<file path="src/design/ts_pkg.sv">
// Package for the timestamp event scheduler: opcodes, queue command and
// stored entry types, default capacity. No dependencies.
package ts_pkg;

  localparam int CAPACITY_DEF = 64;

  localparam logic [1:0] OPC_PUT   = 2'd0;
  localparam logic [1:0] OPC_GET   = 2'd1;
  localparam logic [1:0] OPC_CLEAR = 2'd2;

  typedef enum logic [1:0] {
    OP_PUT,
    OP_GET,
    OP_CLEAR,
    OP_NOP
  } ts_op_e;

  typedef struct packed {
    ts_op_e      op;
    logic [63:0] time_key;
    logic [15:0] tag;
    logic [7:0]  voice;
    logic [31:0] handle;
  } ts_cmd_t;

  typedef struct packed {
    logic [63:0] ev_time;
    logic [15:0] tag;
    logic [7:0]  voice;
    logic [31:0] handle;
    logic [31:0] id;
  } ts_ent_t;

endpackage

</file>
<file path="src/design/ts_fe.sv">
// Front end: accepts beats, decodes the opcode and holds commands in a
// two-entry queue for the back end. Depends on ts_pkg.
module ts_fe
  import ts_pkg::*;
(
  input  logic        clk_i,
  input  logic        rst_ni,
  input  logic        in_valid_i,
  output logic        in_stall_o,
  input  logic [1:0]  opcode_i,
  input  logic [63:0] time_key_i,
  input  logic [15:0] tag_i,
  input  logic [7:0]  voice_i,
  input  logic [31:0] handle_i,
  output logic        cmd_valid_o,
  output ts_cmd_t     cmd_o,
  input  logic        cmd_pop_i
);

  ts_cmd_t    q_q [2];
  ts_cmd_t    q_d [2];
  logic [1:0] cnt_q, cnt_d;
  ts_cmd_t    dec;
  logic       push;
  logic       pop;

  always_comb begin
    dec.time_key = time_key_i;
    dec.tag      = tag_i;
    dec.voice    = voice_i;
    dec.handle   = handle_i;
    unique case (opcode_i)
      OPC_PUT:   dec.op = OP_PUT;
      OPC_GET:   dec.op = OP_GET;
      OPC_CLEAR: dec.op = OP_CLEAR;
      default:   dec.op = OP_NOP;
    endcase
  end

  assign in_stall_o  = (cnt_q == 2'd2);
  assign push        = in_valid_i && !in_stall_o;
  assign pop         = cmd_pop_i && (cnt_q != 2'd0);
  assign cmd_valid_o = (cnt_q != 2'd0);
  assign cmd_o       = q_q[0];

  always_comb begin
    q_d[0] = q_q[0];
    q_d[1] = q_q[1];
    if (pop) begin
      q_d[0] = q_q[1];
    end
    cnt_d = cnt_q - {1'b0, pop} + {1'b0, push};
    if (push) begin
      if ((cnt_q - {1'b0, pop}) == 2'd0) begin
        q_d[0] = dec;
      end else begin
        q_d[1] = dec;
      end
    end
  end

  always_ff @(posedge clk_i or negedge rst_ni) begin
    if (!rst_ni) begin
      cnt_q <= 2'd0;
    end else begin
      cnt_q <= cnt_d;
    end
  end

  always_ff @(posedge clk_i) begin
    q_q[0] <= q_d[0];
    q_q[1] <= q_d[1];
  end

endmodule

</file>
<file path="config.mk">
export PLATFORM = sky130hd
export DESIGN_NAME = ts_fe
export DESIGN_NICKNAME = d
export VERILOG_FILES = /design/src/design/ts_pkg.sv /design/src/design/ts_fe.sv
export SDC_FILE = /design/constraint.sdc
export NUM_CORES = 1
export LEC_CHECK = 0
export ABC_AREA = 1
export BUFFER_PORTS_ARGS = -buffer_cell sky130_fd_sc_hd__buf_2
export CAP_MARGIN = 25
export CORE_ASPECT_RATIO = 0.9
export CORE_MARGIN = 2
export CORE_UTILIZATION = 49
export CTS_CLUSTER_SIZE = 12
export DETAILED_ROUTE_END_ITERATION = 8
export PLACE_DENSITY = 0.76
export SLEW_MARGIN = 25
export SYNTH_ARGS = -nofsm -noshare
export SYNTH_HDL_FRONTEND = slang
export SYNTH_SLANG_ARGS = --single-unit
</file>
<file path="constraint.sdc">
create_clock -name clk_i -period 6.7 [get_ports clk_i]
set_input_delay 1.34 -clock clk_i [delete_from_list [all_inputs] [get_ports clk_i]]
set_output_delay 1.34 -clock clk_i [all_outputs]
set_load 0.02 [all_outputs]
</file>
# After elaboration in Yosys (flattened, before gate mapping)
# Memories as Yosys holds them, arrays and structs flattened.
# Index checks and enable logic that the tools add are counted.
[word_totals]
regBits = 2
inputBits = 126
output_inout_bits = 124
ramBits = 244
word_cells = 18
mem_count = 1
[classes]
n_eq_ne = 3
n_addsub = 2
reduce_logical = 6
muxes = 5
[mem_list]
columns = ["name", "words", "word_bits", "rd", "rd_ports_with_merged_regs", "wr", "line_no", "source"]
rows = [
  ["q_q", 2, 122, 2, 0, 2, "ts_fe.sv:20", "ts_cmd_t q_q [2];"],
]
[op_table]
columns = ["op", "n"]
rows = [
  ["2-to-1 mux 122 bit", 3],
  ["2-to-1 mux 244 bit", 1],
  ["one-hot mux 2 bit (3 select lines)", 1],
  ["equality test 2 bit, second input constant", 2],
  ["zero test 2 bit", 2],
  ["adder 2 x 1 -> 2 bit", 1],
  ["equality test 2 x 1 -> 1 bit, second input constant", 1],
  ["logical AND 1 bit", 2],
  ["nonzero test 2 bit", 1],
  ["subtractor 2 x 1 -> 2 bit", 1],
  ["zero test 1 bit", 1],
]

# Depth between registers and ports, before layout
# Gate-level depths: netlist of run 1.
[logic_depth]
word_depth = 6
depth_mapped = 9
mapped_depth_nobuf = 6

# Least setup slack after synthesis of run 1
# OpenSTA, ideal clock, no wires.
[synth_path]
kind = "input to register"
from = "input port cmd_pop_i"
to = "memory q_q[0][122] in the netlist's numbering (enable)"
arrival_time_ns = 7.505
required_time_ns = 6.057
path_stages = 4
setup_time_ns = 0.643
n_path_buf = 1
setup_slack_ns = -1.448
cell_sequence = "buf_4 inv_2 nand2_2 a21oi_1"
[synth_rtl]
columns = ["element", "line_no", "source"]
rows = [
  ["start, declared", "ts_fe.sv:17", "input logic cmd_pop_i"],
  ["end, declared", "ts_fe.sv:20", ""],
]

==> report_table.html, run 1 <==
<table>
<tr><th>Metric</th><th>Value</th></tr>
<tr><th colspan="2">Worst setup path</th></tr>
<tr><td>Required @ worst endpoint</td><td>7.16 ns</td></tr>
<tr><td>CP max-delay cell</td><td>sky130_fd_sc_hd__inv_6</td></tr>
<tr><td>Reg-to-reg critical path startpoint</td><td>cnt_q[0]$_DFF_PN0_</td></tr>
<tr><td>CP Max Fanout</td><td>slightly below 100</td></tr>
<tr><td>Number of buffers and inverters on the critical path</td><td>4</td></tr>
<tr><td>Register-to-register setup slack</td><td>about 4.2 ns</td></tr>
<tr><td>R2r endpoint</td><td>q_q[0][18]$_DFF_P_</td></tr>
<tr><td>Capturing element type of the critical path</td><td>flip-flop</td></tr>
<tr><td>Setup CP Type</td><td>in2reg</td></tr>
<tr><td>Crit path max-delay family</td><td>buffers and inverters</td></tr>
<tr><td>Worst reg-to-reg path cell count</td><td>6</td></tr>
<tr><td>Launching element type of the critical path</td><td>input port</td></tr>
<tr><td>Arrival time at the worst endpoint</td><td>between 3 and 4 ns</td></tr>
<tr><td>Cell breakdown of the critical path</td><td>buf_4 -&gt; inv_2 -&gt; nand2_2 -&gt; nand3_4 -&gt; inv_6 -&gt; buf_4 -&gt; nand2_1 -&gt; nand2_1</td></tr>
<tr><td>Delay contributed by the slowest stage of the critical path</td><td>about 0.77 ns</td></tr>
<tr><th colspan="2">STA</th></tr>
<tr><td>Final-report hold violation count</td><td>0</td></tr>
<tr><td>Total negative setup slack</td><td>0 ns</td></tr>
<tr><td>Ratio of final minimum period to clock period</td><td>roughly half</td></tr>
<tr><td>Count of pins over their slew limit</td><td>0</td></tr>
<tr><td>Final number of setup-violating endpoints</td><td>0</td></tr>
<tr><td>Worst-margin pin slew</td><td>~1.0 ns</td></tr>
<tr><td>Min Clock Period, post-route</td><td>3.338 ns</td></tr>
<tr><td>Layout Skew</td><td>0.01524 ns</td></tr>
<tr><td>Maximum clock rate</td><td>299.6 MHz</td></tr>
<tr><td>RSZ-0062 raised after global routing</td><td>no</td></tr>
<tr><td>Slew HR</td><td>a little under a third</td></tr>
<tr><th colspan="2">Detailed routing</th></tr>
<tr><td>Remaining design rule violation count</td><td>0</td></tr>
<tr><td>Total Wirelength</td><td>~24000 um</td></tr>
<tr><td>Post-route ant nets</td><td>0</td></tr>
<tr><td>WL/cell</td><td>around 14 um</td></tr>
<tr><td>Iteration count of the initial detailed-routing pass</td><td>5</td></tr>
<tr><td>Vias per cell</td><td>approximately 4.7</td></tr>
<tr><td>Detailed-route via count</td><td>roughly 8100</td></tr>
<tr><td>DRT iter0 DRCs</td><td>approximately 630</td></tr>
<tr><th colspan="2">Yosys</th></tr>
<tr><td>Library cell occupying the most area in the post-synthesis netlist</td><td>sky130_fd_sc_hd__edfxtp_1</td></tr>
<tr><td>Gate Count Post-Synth</td><td>about 1300</td></tr>
<tr><td>Sequential cell area fraction in the yosys report</td><td>a little under three fifths</td></tr>
<tr><td>Most frequent cell after synthesis</td><td>sky130_fd_sc_hd__nand2_1</td></tr>
<tr><td>Cell area after technology mapping</td><td>about 11000 sq um</td></tr>
<tr><td>Async set-or-reset flop fraction in the synthesized netlist</td><td>less than 1%</td></tr>
<tr><td>Flip-flop cell with the highest count after synthesis</td><td>sky130_fd_sc_hd__edfxtp_1</td></tr>
<tr><td>Area contributors post-synth</td><td>sky130_fd_sc_hd__edfxtp_1 (33%), sky130_fd_sc_hd__dfxtp_1 (22%), sky130_fd_sc_hd__nand2_1 (13%)</td></tr>
<tr><td>EDFF count, synth</td><td>around 120</td></tr>
<tr><td>Leading post-synthesis cells by instance count</td><td>sky130_fd_sc_hd__nand2_1 (368), sky130_fd_sc_hd__inv_1 (245), sky130_fd_sc_hd__nand3_1 (244)</td></tr>
<tr><td>Synth warnings</td><td>0</td></tr>
<tr><td>Avg Cell Area, Syn</td><td>approximately 8.4 sq um</td></tr>
<tr><td>Share of the synthesized area in the top cell type</td><td>33.29%</td></tr>
<tr><td>Number of unique standard cell types used by synthesis</td><td>19</td></tr>
<tr><td>Post-Synthesis Net Count</td><td>~1400</td></tr>
<tr><td>Register bit count reported by yosys</td><td>246</td></tr>
<tr><th colspan="2">Die</th></tr>
<tr><td>Initial core utilization</td><td>approximately 50%</td></tr>
<tr><td>Floorplan die height</td><td>roughly 150 um</td></tr>
<tr><td>Die Wd</td><td>approximately 160 um</td></tr>
<tr><td>Placement row count</td><td>52</td></tr>
<tr><td>Area of the die</td><td>23670 sq um</td></tr>
<tr><td>Number of placed I/O pins</td><td>250</td></tr>
<tr><td>Core Area</td><td>approximately 22000 sq um</td></tr>
<tr><th colspan="2">Global route</th></tr>
<tr><td>Via count of the first global-routing pass</td><td>about 7500</td></tr>
<tr><td>Global-route met2 utilization</td><td>roughly a third</td></tr>
<tr><td>Initial antenna violation count</td><td>2</td></tr>
<tr><td>Met3 GRT Util</td><td>roughly 4.0%</td></tr>
<tr><td>Largest net degree at the start of global routing</td><td>~100</td></tr>
<tr><td>Busiest layer in global routing</td><td>met2</td></tr>
<tr><td>Total global routing overflow</td><td>0</td></tr>
<tr><td>Met1 track utilization from global routing</td><td>about a quarter</td></tr>
<tr><td>Overall routing resource usage</td><td>a little under 20%</td></tr>
<tr><td>Global-route wire length before repair</td><td>between 30000 and 40000 um</td></tr>
<tr><th colspan="2">Pwr</th></tr>
<tr><td>Largest voltage drop on the vdd net</td><td>0.0002450 V</td></tr>
<tr><td>Power per unit of standard cell area</td><td>about 510 nW/um^2</td></tr>
<tr><td>Leakage component of the power</td><td>between 6 and 7 nW</td></tr>
<tr><td>Power after layout</td><td>~6.2 mW</td></tr>
<tr><th colspan="2">Clock network</th></tr>
<tr><td>Post-cts sizing count</td><td>0</td></tr>
<tr><td>Clk sinks</td><td>about 250</td></tr>
<tr><td>Clk Latency, worst-skew pair</td><td>0.52 ns</td></tr>
<tr><td>TritonCTS clock tree</td><td>built</td></tr>
<tr><td>Count of hold-fix buffers inserted at cts</td><td>0</td></tr>
<tr><td>Clock tree root driver cell</td><td>sky130_fd_sc_hd__clkbuf_16</td></tr>
<tr><td>Clock transition at the registers of the reported paths</td><td>approximately 0.06 ns</td></tr>
<tr><td>Post-CTS setup repair buffer count</td><td>0</td></tr>
<tr><td>CTS buffer count</td><td>27</td></tr>
<tr><td>Max H-tree Level</td><td>1</td></tr>
<tr><td>Maximum count of clock buffers along a single path</td><td>3</td></tr>
<tr><th colspan="2">Place</th></tr>
<tr><td>RD Place Congestion</td><td>0.8041</td></tr>
<tr><td>Area of placed instances</td><td>approximately 12000 sq um</td></tr>
<tr><td>I/O Buffers</td><td>around 250</td></tr>
<tr><td>HPWL after detailed placement</td><td>approximately 15000 um</td></tr>
<tr><th colspan="2">Cells and area</th></tr>
<tr><td>Synth-to-Final Area Change</td><td>12.28%</td></tr>
<tr><td>Layout cells sized above 1</td><td>a little over a fifth</td></tr>
<tr><td>Area of all placed cells without fillers</td><td>about 12000 sq um</td></tr>
<tr><td>Number of nets in the finished design</td><td>between 1500 and 2000</td></tr>
<tr><th colspan="2">Worst hold path</th></tr>
<tr><td>Hold-critical path endpoint</td><td>q_q[0][65]$_DFF_P_</td></tr>
<tr><td>Tightest Hold Check Type</td><td>reg2reg</td></tr>
<tr><td>Worst hold path startpoint</td><td>q_q[0][65]$_DFF_P_</td></tr>
<tr><td>Worst hold path stage count</td><td>4</td></tr>
<tr><th colspan="2">Flow run</th></tr>
<tr><td>Max-capacitance violation count</td><td>0</td></tr>
<tr><th colspan="2">Outcome</th></tr>
<tr><td>Status</td><td>complete, no violations</td></tr>
</table>
registers in the layout (all words and copies together) (netlist names):
name   count
q_q      244
cnt_q      2
metal layers:
layer	part of all wire [%]	up-vias
li1	-	4094
met1	45	3680
met2	46	251
met3	6.5	48
met4	2.7	0
met5	0	-
worst min-delay path: cells and delay by family (launching register included):
family / cells / cell delay (ns)
simple gates: 3 / 0.13
flops: 1 / 0.30
buf+inv: 1 / 0.04
through the flow:
step	worst slack, ns	cells	hold WS (ns)	util [%]
global placement	2.620	1670	0.5164	51.55
global route	3.158	1722	0.5524	55.52
floorplan	1.309	1307	0.5088	-
CTS	3.115	1721	0.5272	55.49
detailed placement	2.569	1671	0.5164	51.69
finish	3.362	1723	0.5258	55.53
how the worst max path moves through the flow:
stage / startpoint / to / depth (start not counted)
after CTS: cmd_pop_i / q_q[0][18]$_DFF_P_ / 8
after global routing: cmd_pop_i / q_q[0][11]$_DFF_P_ / 8
after global placement: cmd_pop_i / q_q[0][8]$_DFF_P_ / 8
final: cmd_pop_i / q_q[0][18]$_DFF_P_ / 8
after detailed placement: cmd_pop_i / q_q[0][29]$_DFF_P_ / 8
after floorplan: cmd_pop_i / q_q[0][122]$_DFFE_PP_ / 4
placed cells by master, fill, tap and decap left out, types with 2 or more instances in the layout:
master / instances
sky130_fd_sc_hd__clkbuf_1: 10
sky130_fd_sc_hd__edfxtp_1: 122
sky130_fd_sc_hd__inv_2: 3
sky130_fd_sc_hd__clkbuf_16: 27
sky130_fd_sc_hd__inv_6: 2
sky130_fd_sc_hd__clkinv_2: 4
sky130_fd_sc_hd__buf_4: 7
sky130_fd_sc_hd__dfxtp_1: 122
sky130_fd_sc_hd__clkbuf_8: 4
sky130_fd_sc_hd__buf_2: 248
sky130_fd_sc_hd__clkinv_1: 2
sky130_fd_sc_hd__inv_1: 245
sky130_fd_sc_hd__dfrtp_1: 2
sky130_fd_sc_hd__nand2_1: 368
sky130_fd_sc_hd__diode_2: 2
sky130_fd_sc_hd__nand3_1: 244
layout make-up:
| cell class | instances | area [sq um] |
|---|---|---|
| clock buffer | 41 | 768.2 |
| antenna | 2 | 5.005 |
| tap | 297 | 371.6 |
| timing repair buffer | 257 | 1333 |
| inverter | 249 | 939.7 |
| clock inverter | 9 | 77.57 |
| fill | 2057 | 9896 |
| sequential | 246 | 6156 |
| multi-input combinational | 622 | 2705 |
cells by family (layout without fill, tap and decap cells):
family,count (synthesis),in the layout,share of synthesized area (%)
other cells,0,2,0
buf+inv,439,556,19.76
compound gates,4,4,0.2160
flops,246,246,55.94
xor+xnor,1,1,0.07961
simple gates,616,616,23.89
fa+ha+maj,1,1,0.1137
power by group:
part	switching [mW]	internal [mW]	total, mW
combinational	1.66	0.734	2.40
clock	0.582	0.829	1.41
sequential	0.250	2.18	2.43
(Power assumes the default switching activity.)
==> inputs of run 2 (changes only) <==
- CORE_UTILIZATION: 49 -> 54
- PLACE_DENSITY: 0.76 -> 0.8
- clock period: 6.7 -> 3.4 ns (I/O delays scaled with it)
==> report_table.html, run 2 (synthesized netlist as in run 1, its figures left out) <==
<table>
<tr><th>Metric</th><th>Value</th></tr>
<tr><th colspan="2">Outcome</th></tr>
<tr><td>Status</td><td>complete, no violations</td></tr>
<tr><th colspan="2">Die</th></tr>
<tr><td>Placement row count</td><td>49</td></tr>
<tr><td>Initial core utilization</td><td>55.06%</td></tr>
<tr><td>Core Area</td><td>~20000 sq um</td></tr>
<tr><td>Die Wd</td><td>roughly 150 um</td></tr>
<tr><td>Floorplan die height</td><td>approximately 140 um</td></tr>
<tr><td>Area of the die</td><td>about 22000 sq um</td></tr>
<tr><td>Number of placed I/O pins</td><td>250</td></tr>
<tr><th colspan="2">Clock network</th></tr>
<tr><td>Max H-tree Level</td><td>1</td></tr>
<tr><td>Maximum count of clock buffers along a single path</td><td>3</td></tr>
<tr><td>Clock transition at the registers of the reported paths</td><td>around 0.060 ns</td></tr>
<tr><td>TritonCTS clock tree</td><td>built</td></tr>
<tr><td>CTS buffer count</td><td>25</td></tr>
<tr><td>Post-CTS setup repair buffer count</td><td>0</td></tr>
<tr><td>Clk sinks</td><td>between 200 and 250</td></tr>
<tr><td>Clk Latency, worst-skew pair</td><td>about 0.52 ns</td></tr>
<tr><td>Clock tree root driver cell</td><td>sky130_fd_sc_hd__clkbuf_16</td></tr>
<tr><th colspan="2">Flow run</th></tr>
<tr><td>Max-capacitance violation count</td><td>0</td></tr>
<tr><th colspan="2">Place</th></tr>
<tr><td>RD Place Congestion</td><td>between 0.7 and 0.8</td></tr>
<tr><td>Area of placed instances</td><td>about 12000 sq um</td></tr>
<tr><td>HPWL after detailed placement</td><td>~15000 um</td></tr>
<tr><td>Worst slack at placement</td><td>around 1.2 ns</td></tr>
<tr><td>I/O Buffers</td><td>249</td></tr>
<tr><th colspan="2">Worst setup path</th></tr>
<tr><td>Register-to-register setup slack</td><td>about 1.3 ns</td></tr>
<tr><td>R2r endpoint</td><td>q_q[0][84]$_DFF_P_</td></tr>
<tr><td>Launching element type of the critical path</td><td>flip-flop</td></tr>
<tr><td>Setup CP Type</td><td>reg2out</td></tr>
<tr><td>Crit. Startpoint</td><td>cnt_q[0]$_DFF_PN0_</td></tr>
<tr><td>Capturing element type of the critical path</td><td>output pin</td></tr>
<tr><td>CP Max Fanout</td><td>24</td></tr>
<tr><td>Reg-to-reg critical path startpoint</td><td>cnt_q[0]$_DFF_PN0_</td></tr>
<tr><td>Required @ worst endpoint</td><td>about 2.7 ns</td></tr>
<tr><td>Arrival time at the worst endpoint</td><td>1.63 ns</td></tr>
<tr><td>Capture point of the worst path</td><td>cmd_valid_o</td></tr>
<tr><td>Worst reg-to-reg path cell count</td><td>5</td></tr>
<tr><th colspan="2">Cells and area</th></tr>
<tr><td>Highest-count cells in the layout ignoring fill and taps</td><td>sky130_fd_sc_hd__nand2_1 (368), sky130_fd_sc_hd__buf_2 (248), sky130_fd_sc_hd__inv_1 (245), sky130_fd_sc_hd__nand3_1 (244)</td></tr>
<tr><td>Registers with the highest flip-flop counts</td><td>q_q x244, cnt_q x2</td></tr>
<tr><td>Register with the most flip-flops</td><td>q_q</td></tr>
<tr><td>Number of fill cells</td><td>1700</td></tr>
<tr><td>Synth-to-Final Area Change</td><td>11.85%</td></tr>
<tr><td>Number of flip-flops in the largest register</td><td>about 240</td></tr>
<tr><td>Layout cells sized above 1</td><td>21.19%</td></tr>
<tr><td>Number of nets in the finished design</td><td>about 1500</td></tr>
<tr><td>Final Util</td><td>roughly three fifths</td></tr>
<tr><td>FF/Latch Area</td><td>6156 sq um</td></tr>
<tr><td>Commonest non-fill, non-tap cell in the layout</td><td>sky130_fd_sc_hd__nand2_1</td></tr>
<tr><td>Area of all placed cells without fillers</td><td>12310 sq um</td></tr>
<tr><td>Multi-input gate area</td><td>about 2700 sq um</td></tr>
<tr><th colspan="2">Detailed routing</th></tr>
<tr><td>Detailed-route via count</td><td>roughly 8100</td></tr>
<tr><td>Vias per cell</td><td>just under 5</td></tr>
<tr><td>Total Wirelength</td><td>approximately 24000 um</td></tr>
<tr><td>Remaining design rule violation count</td><td>0</td></tr>
<tr><td>Post-route ant nets</td><td>0</td></tr>
<tr><td>WL/cell</td><td>14.09 um</td></tr>
<tr><td>DRT iter0 DRCs</td><td>approximately 640</td></tr>
<tr><td>Iteration count of the initial detailed-routing pass</td><td>4</td></tr>
<tr><th colspan="2">STA</th></tr>
<tr><td>Total negative setup slack</td><td>0 ns</td></tr>
<tr><td>Ratio of final minimum period to clock period</td><td>between 60 and 70%</td></tr>
<tr><td>Slew HR</td><td>approximately 40%</td></tr>
<tr><td>Final number of setup-violating endpoints</td><td>0</td></tr>
<tr><td>Min Clock Period, post-route</td><td>~2.3 ns</td></tr>
<tr><td>Final-report hold violation count</td><td>0</td></tr>
<tr><td>Min setup slack post-route</td><td>1.091 ns</td></tr>
<tr><td>Count of pins over their slew limit</td><td>0</td></tr>
<tr><td>Maximum clock rate</td><td>433.1 MHz</td></tr>
<tr><td>Worst-margin pin slew</td><td>slightly below 0.9 ns</td></tr>
<tr><td>RSZ-0062 raised after global routing</td><td>no</td></tr>
<tr><td>Layout Skew</td><td>~0.023 ns</td></tr>
<tr><th colspan="2">Worst hold path</th></tr>
<tr><td>Tightest Hold Check Type</td><td>in2reg</td></tr>
<tr><td>Worst hold path startpoint</td><td>time_key_i[62]</td></tr>
<tr><th colspan="2">Pwr</th></tr>
<tr><td>Power per unit of standard cell area</td><td>a little under 1000 nW/um^2</td></tr>
<tr><td>Leakage component of the power</td><td>around 6.5 nW</td></tr>
<tr><td>Power after layout</td><td>12.12 mW</td></tr>
<tr><td>Largest voltage drop on the vdd net</td><td>~0.00061 V</td></tr>
<tr><th colspan="2">Global route</th></tr>
<tr><td>Global-route wire length before repair</td><td>37760 um</td></tr>
<tr><td>Initial antenna violation count</td><td>6</td></tr>
<tr><td>Total global routing overflow</td><td>0</td></tr>
<tr><td>Overall routing resource usage</td><td>21.45%</td></tr>
<tr><td>Largest net degree at the start of global routing</td><td>a little over 100</td></tr>
<tr><td>Via count of the first global-routing pass</td><td>approximately 7600</td></tr>
</table>
run 2: changes by cell type in the layout (fill, tap and decap cells not counted), sizes merged:
cell	change
bufinv	-1
diode	-1
dlygate4sd3	+1
buf	+4
clkinv	-6
inv	-1
clkbuf	+4
run 2: layer usage:
metal | GRT usage [%] | wire [um]
met5 | 0.2268 | 46
met4 | 7.212 | 667
met3 | 4.671 | 1909
met2 | 35.76 | 10950
met1 | 27.92 | 10120
run 2: layout make-up:
type | count | share of cell area (%)
sequential | 246 | 50.02
multi-input combinational | 622 | 22.02
timing repair buffer | 262 | 11.47
inverter | 249 | 7.634
clock buffer | 45 | 6.181
tap | 255 | 2.592
clock inverter | 1 | 0.07116
antenna | 1 | 0.02033
run 2: timing repair:
action | CTS | global route
hold buffers | 1 | 0
resized for setup | 0 | 0
endpoints found under the hold margin | 2 | 0
run 2: per-stage QoR:
step,cells,hold slack [ns]
5_1_grt,1681,0.3268
3_5_place_dp,1633,0.4656
4_1_cts,1680,0.3223
3_3_place_gp,1633,0.4669
2_1_floorplan,1307,0.3844
6_report,1681,0.3405
run 2: worst min path at each step:
stage / end / slack, ns / cells after the start
2_1_floorplan: cnt_q[0]$_DFF_PN0_ / 0.38 / 0
5_1_grt: q_q[0][233]$_DFFE_PP_ / 0.33 / 1
4_1_cts: q_q[0][240]$_DFFE_PP_ / 0.32 / 1
6_report: q_q[0][240]$_DFFE_PP_ / 0.34 / 1
3_5_place_dp: cnt_q[0]$_DFF_PN0_ / 0.47 / 1
3_3_place_gp: cnt_q[0]$_DFF_PN0_ / 0.47 / 1
run 2: worst max-delay path, cell delays in order (launching register included):
cell,delay [ns]
sky130_fd_sc_hd__dfrtp_1,0.50
sky130_fd_sc_hd__inv_2,0.09
sky130_fd_sc_hd__nand2_4,0.28
sky130_fd_sc_hd__buf_2,0.24
run 2: power by group:
| part | switching (mW) | leakage [nW] | internal (mW) |
|---|---|---|---|
| clock | 1.09 | 0.372 | 1.50 |
| combinational | 3.26 | 3.97 | 1.49 |
| sequential | 0.473 | 2.19 | 4.30 |
==> inputs of run 3 (changes only) <==
- CORE_UTILIZATION: 54 -> 49
- PLACE_DENSITY: 0.8 -> 0.76
- clock period: 3.4 -> 2.11 ns (I/O delays scaled with it)
==> report_table.html, run 3 (synthesized netlist as in run 1, its figures left out) <==
<table>
<tr><th>Metric</th><th>Value</th></tr>
<tr><th colspan="2">Place</th></tr>
<tr><td>HPWL after detailed placement</td><td>approximately 15000 um</td></tr>
<tr><td>I/O Buffers</td><td>about 250</td></tr>
<tr><td>RD Place Congestion</td><td>0.8076</td></tr>
<tr><th colspan="2">Cells and area</th></tr>
<tr><td>Registers with the highest flip-flop counts</td><td>q_q x244, cnt_q x2</td></tr>
<tr><td>Synth-to-Final Area Change</td><td>14.33%</td></tr>
<tr><td>Layout cells sized above 1</td><td>a little over a fifth</td></tr>
<tr><td>Register with the most flip-flops</td><td>q_q</td></tr>
<tr><td>Number of flip-flops in the largest register</td><td>~240</td></tr>
<tr><td>Final Util</td><td>56.54%</td></tr>
<tr><td>Highest-count cells in the layout ignoring fill and taps</td><td>sky130_fd_sc_hd__nand2_1 (368), sky130_fd_sc_hd__buf_2 (248), sky130_fd_sc_hd__inv_1 (245), sky130_fd_sc_hd__nand3_1 (244)</td></tr>
<tr><td>Number of nets in the finished design</td><td>about 1500</td></tr>
<tr><td>Commonest non-fill, non-tap cell in the layout</td><td>sky130_fd_sc_hd__nand2_1</td></tr>
<tr><th colspan="2">Pwr</th></tr>
<tr><td>NetSw</td><td>around 7.9 mW</td></tr>
<tr><td>Part of the power in registers</td><td>about two fifths</td></tr>
<tr><td>Largest voltage drop on the vdd net</td><td>between 0.001 and 0.0015 V</td></tr>
<tr><td>Switching part of the total power</td><td>39.35%</td></tr>
<tr><td>Internal power consumption</td><td>~12 mW</td></tr>
<tr><td>Clock Power Share</td><td>approximately 22%</td></tr>
<tr><td>Power per unit of standard cell area</td><td>1586 nW/um^2</td></tr>
<tr><td>Leakage component of the power</td><td>6.634 nW</td></tr>
<tr><td>Combinational Power Share</td><td>between 30 and 40%</td></tr>
<tr><th colspan="2">Global route</th></tr>
<tr><td>Overall routing resource usage</td><td>19.50%</td></tr>
<tr><td>Global-route wire length before repair</td><td>approximately 38000 um</td></tr>
<tr><td>Busiest layer in global routing</td><td>met2</td></tr>
<tr><td>Total global routing overflow</td><td>0</td></tr>
<tr><td>Met3 GRT Util</td><td>~4.4%</td></tr>
<tr><td>Global-route met2 utilization</td><td>around a third</td></tr>
<tr><td>Met1 track utilization from global routing</td><td>roughly a quarter</td></tr>
<tr><td>Via count of the first global-routing pass</td><td>approximately 7500</td></tr>
<tr><td>Largest net degree at the start of global routing</td><td>70</td></tr>
<tr><td>Initial antenna violation count</td><td>2</td></tr>
<tr><th colspan="2">Worst hold path</th></tr>
<tr><td>Tightest Hold Check Type</td><td>in2reg</td></tr>
<tr><td>Worst hold path stage count</td><td>1</td></tr>
<tr><th colspan="2">Worst setup path</th></tr>
<tr><td>CP Max Fanout</td><td>24</td></tr>
<tr><td>Capturing element type of the critical path</td><td>output pin</td></tr>
<tr><td>Setup CP Type</td><td>reg2out</td></tr>
<tr><td>Number of cells on the critical path</td><td>3</td></tr>
<tr><td>Arrival time at the worst endpoint</td><td>approximately 1.6 ns</td></tr>
<tr><td>CP max-delay cell</td><td>sky130_fd_sc_hd__dfrtp_1</td></tr>
<tr><td>Crit path max-delay family</td><td>flip-flops</td></tr>
<tr><td>Worst reg-to-reg path cell count</td><td>4</td></tr>
<tr><td>Delay contributed by the slowest stage of the critical path</td><td>just under 0.5 ns</td></tr>
<tr><td>Cell breakdown of the critical path</td><td>inv_2 -&gt; nand2_8 -&gt; buf_2</td></tr>
<tr><td>Register-to-register setup slack</td><td>~0.32 ns</td></tr>
<tr><td>Launching element type of the critical path</td><td>flip-flop</td></tr>
<tr><td>Number of buffers and inverters on the critical path</td><td>2</td></tr>
<tr><td>Required @ worst endpoint</td><td>around 1.7 ns</td></tr>
<tr><th colspan="2">Die</th></tr>
<tr><td>Placement row count</td><td>52</td></tr>
<tr><td>Floorplan die height</td><td>roughly 150 um</td></tr>
<tr><td>Area of the die</td><td>23670 sq um</td></tr>
<tr><td>Number of placed I/O pins</td><td>between 200 and 300</td></tr>
<tr><td>Die Wd</td><td>162.0 um</td></tr>
<tr><td>Core Area</td><td>approximately 22000 sq um</td></tr>
<tr><td>Initial core utilization</td><td>between 40% and 50%</td></tr>
<tr><th colspan="2">Detailed routing</th></tr>
<tr><td>WL/cell</td><td>13.69 um</td></tr>
<tr><td>Iteration count of the initial detailed-routing pass</td><td>5</td></tr>
<tr><td>Total Wirelength</td><td>23720 um</td></tr>
<tr><td>DRT iter0 DRCs</td><td>roughly 540</td></tr>
<tr><td>Vias per cell</td><td>4.674</td></tr>
<tr><td>Remaining design rule violation count</td><td>0</td></tr>
<tr><td>Post-route ant nets</td><td>0</td></tr>
<tr><td>Detailed-route via count</td><td>between 8000 and 9000</td></tr>
<tr><th colspan="2">Clock network</th></tr>
<tr><td>Maximum count of clock buffers along a single path</td><td>3</td></tr>
<tr><td>Clock transition at the registers of the reported paths</td><td>0.06 ns</td></tr>
<tr><td>Clk Latency, worst-skew pair</td><td>roughly 0.52 ns</td></tr>
<tr><td>TritonCTS clock tree</td><td>built</td></tr>
<tr><td>Post-CTS setup repair buffer count</td><td>0</td></tr>
<tr><td>Clk sinks</td><td>~250</td></tr>
<tr><td>CTS buffer count</td><td>26</td></tr>
<tr><td>Max H-tree Level</td><td>1</td></tr>
<tr><td>Clock tree root driver cell</td><td>sky130_fd_sc_hd__clkbuf_16</td></tr>
<tr><th colspan="2">STA</th></tr>
<tr><td>Worst-margin pin slew</td><td>about 0.73 ns</td></tr>
<tr><td>Worst hold slack after final layout</td><td>about 0.085 ns</td></tr>
<tr><td>RSZ-0062 raised after global routing</td><td>no</td></tr>
<tr><td>Final number of setup-violating endpoints</td><td>0</td></tr>
<tr><td>Count of pins over their slew limit</td><td>0</td></tr>
<tr><td>Slew HR</td><td>51.29%</td></tr>
<tr><td>Maximum clock rate</td><td>approximately 510 MHz</td></tr>
<tr><td>Final-report hold violation count</td><td>0</td></tr>
<tr><td>Layout Skew</td><td>between 0.01 and 0.015 ns</td></tr>
<tr><td>Ratio of final minimum period to clock period</td><td>between 90% and 100%</td></tr>
<tr><td>Total negative setup slack</td><td>0 ns</td></tr>
<tr><td>Min Clock Period, post-route</td><td>1.969 ns</td></tr>
<tr><th colspan="2">Outcome</th></tr>
<tr><td>Status</td><td>complete, no violations</td></tr>
<tr><th colspan="2">Flow run</th></tr>
<tr><td>Max-capacitance violation count</td><td>0</td></tr>
</table>
==> run 3: cell count changes in the layout (fill, tap and decap cells not counted) <==
cell                        before  now
sky130_fd_sc_hd__nand2_4         2    1
sky130_fd_sc_hd__clkinv_2        0    2
sky130_fd_sc_hd__clkbuf_1       14   11
sky130_fd_sc_hd__buf_12          5   13
sky130_fd_sc_hd__diode_2         1    2
sky130_fd_sc_hd__clkbuf_16      25   27
sky130_fd_sc_hd__nand2_8         0    1
==> run 3: metrics by stage <==
step / setup slack, ns / cell area (sq um) / total power [mW] / std cells
after floorplan: -1.026 / 11030 / 14.67 / 1307
after global placement: 0.3856 / 11740 / 15.52 / 1683
after detailed placement: 0.3604 / 11740 / 15.71 / 1683
after CTS: 0.01503 / 12570 / 20.12 / 1731
after global routing: 0.07800 / 12580 / 21.30 / 1731
final: 0.1411 / 12580 / 19.96 / 1733
==> run 3: per-layer routing <==
metal  part of all wire (%)  routed length, um
met2                     46              10790
met5                      0                  0
met3                    7.8               1844
met4                    3.6                845
met1                     43              10240
==> run 3: path summary, 6_finish.rpt <==
| kind | startpoint | end |
|---|---|---|
| min in group asynchronous | rst_ni | cnt_q[0]$_DFF_PN0_ |
| worst min register to register | q_q[0][17]$_DFF_P_ | q_q[0][17]$_DFF_P_ |
| worst max register to register | cnt_q[1]$_DFF_PN0_ | q_q[0][164]$_DFFE_PP_ |
| worst min-delay path | handle_i[29] | q_q[0][151]$_DFFE_PP_ |
| worst max-delay path | cnt_q[0]$_DFF_PN0_ | cmd_valid_o |
| max in group asynchronous | rst_ni | cnt_q[1]$_DFF_PN0_ |
==> run 3: area by class of cell <==
| cell class | count | area [sq um] |
|---|---|---|
| Antenna cell | 2 | 5.005 |
| Clock buffer | 44 | 799.5 |
| Clock inverter | 3 | 18.77 |
| Fill cell | 1989 | 9671 |
| Inverter | 249 | 939.7 |
| Multi-Input combinational cell | 622 | 2719 |
| Sequential cell | 246 | 6156 |
| Tap cell | 297 | 371.6 |
| Timing Repair Buffer | 270 | 1572 |
==> run 3: power groups by stage <==
stage | clock network [mW] | logic (mW) | registers [mW]
final | 4.36 | 7.85 | 7.74
after global routing | 4.65 | 8.75 | 7.91
after CTS | 4.45 | 7.93 | 7.74
after detailed placement | 0 | 7.88 | 7.83
after global placement | 0 | 7.75 | 7.77
after floorplan | 0 | 7.05 | 7.63
==> run 3: what timing repair did <==
action                                 in CTS  in global routing
hold buffers                                1                  0
endpoints found under the hold margin       2                  0
setup endpoints to repair                   0                  1
resized for setup                           0                  1
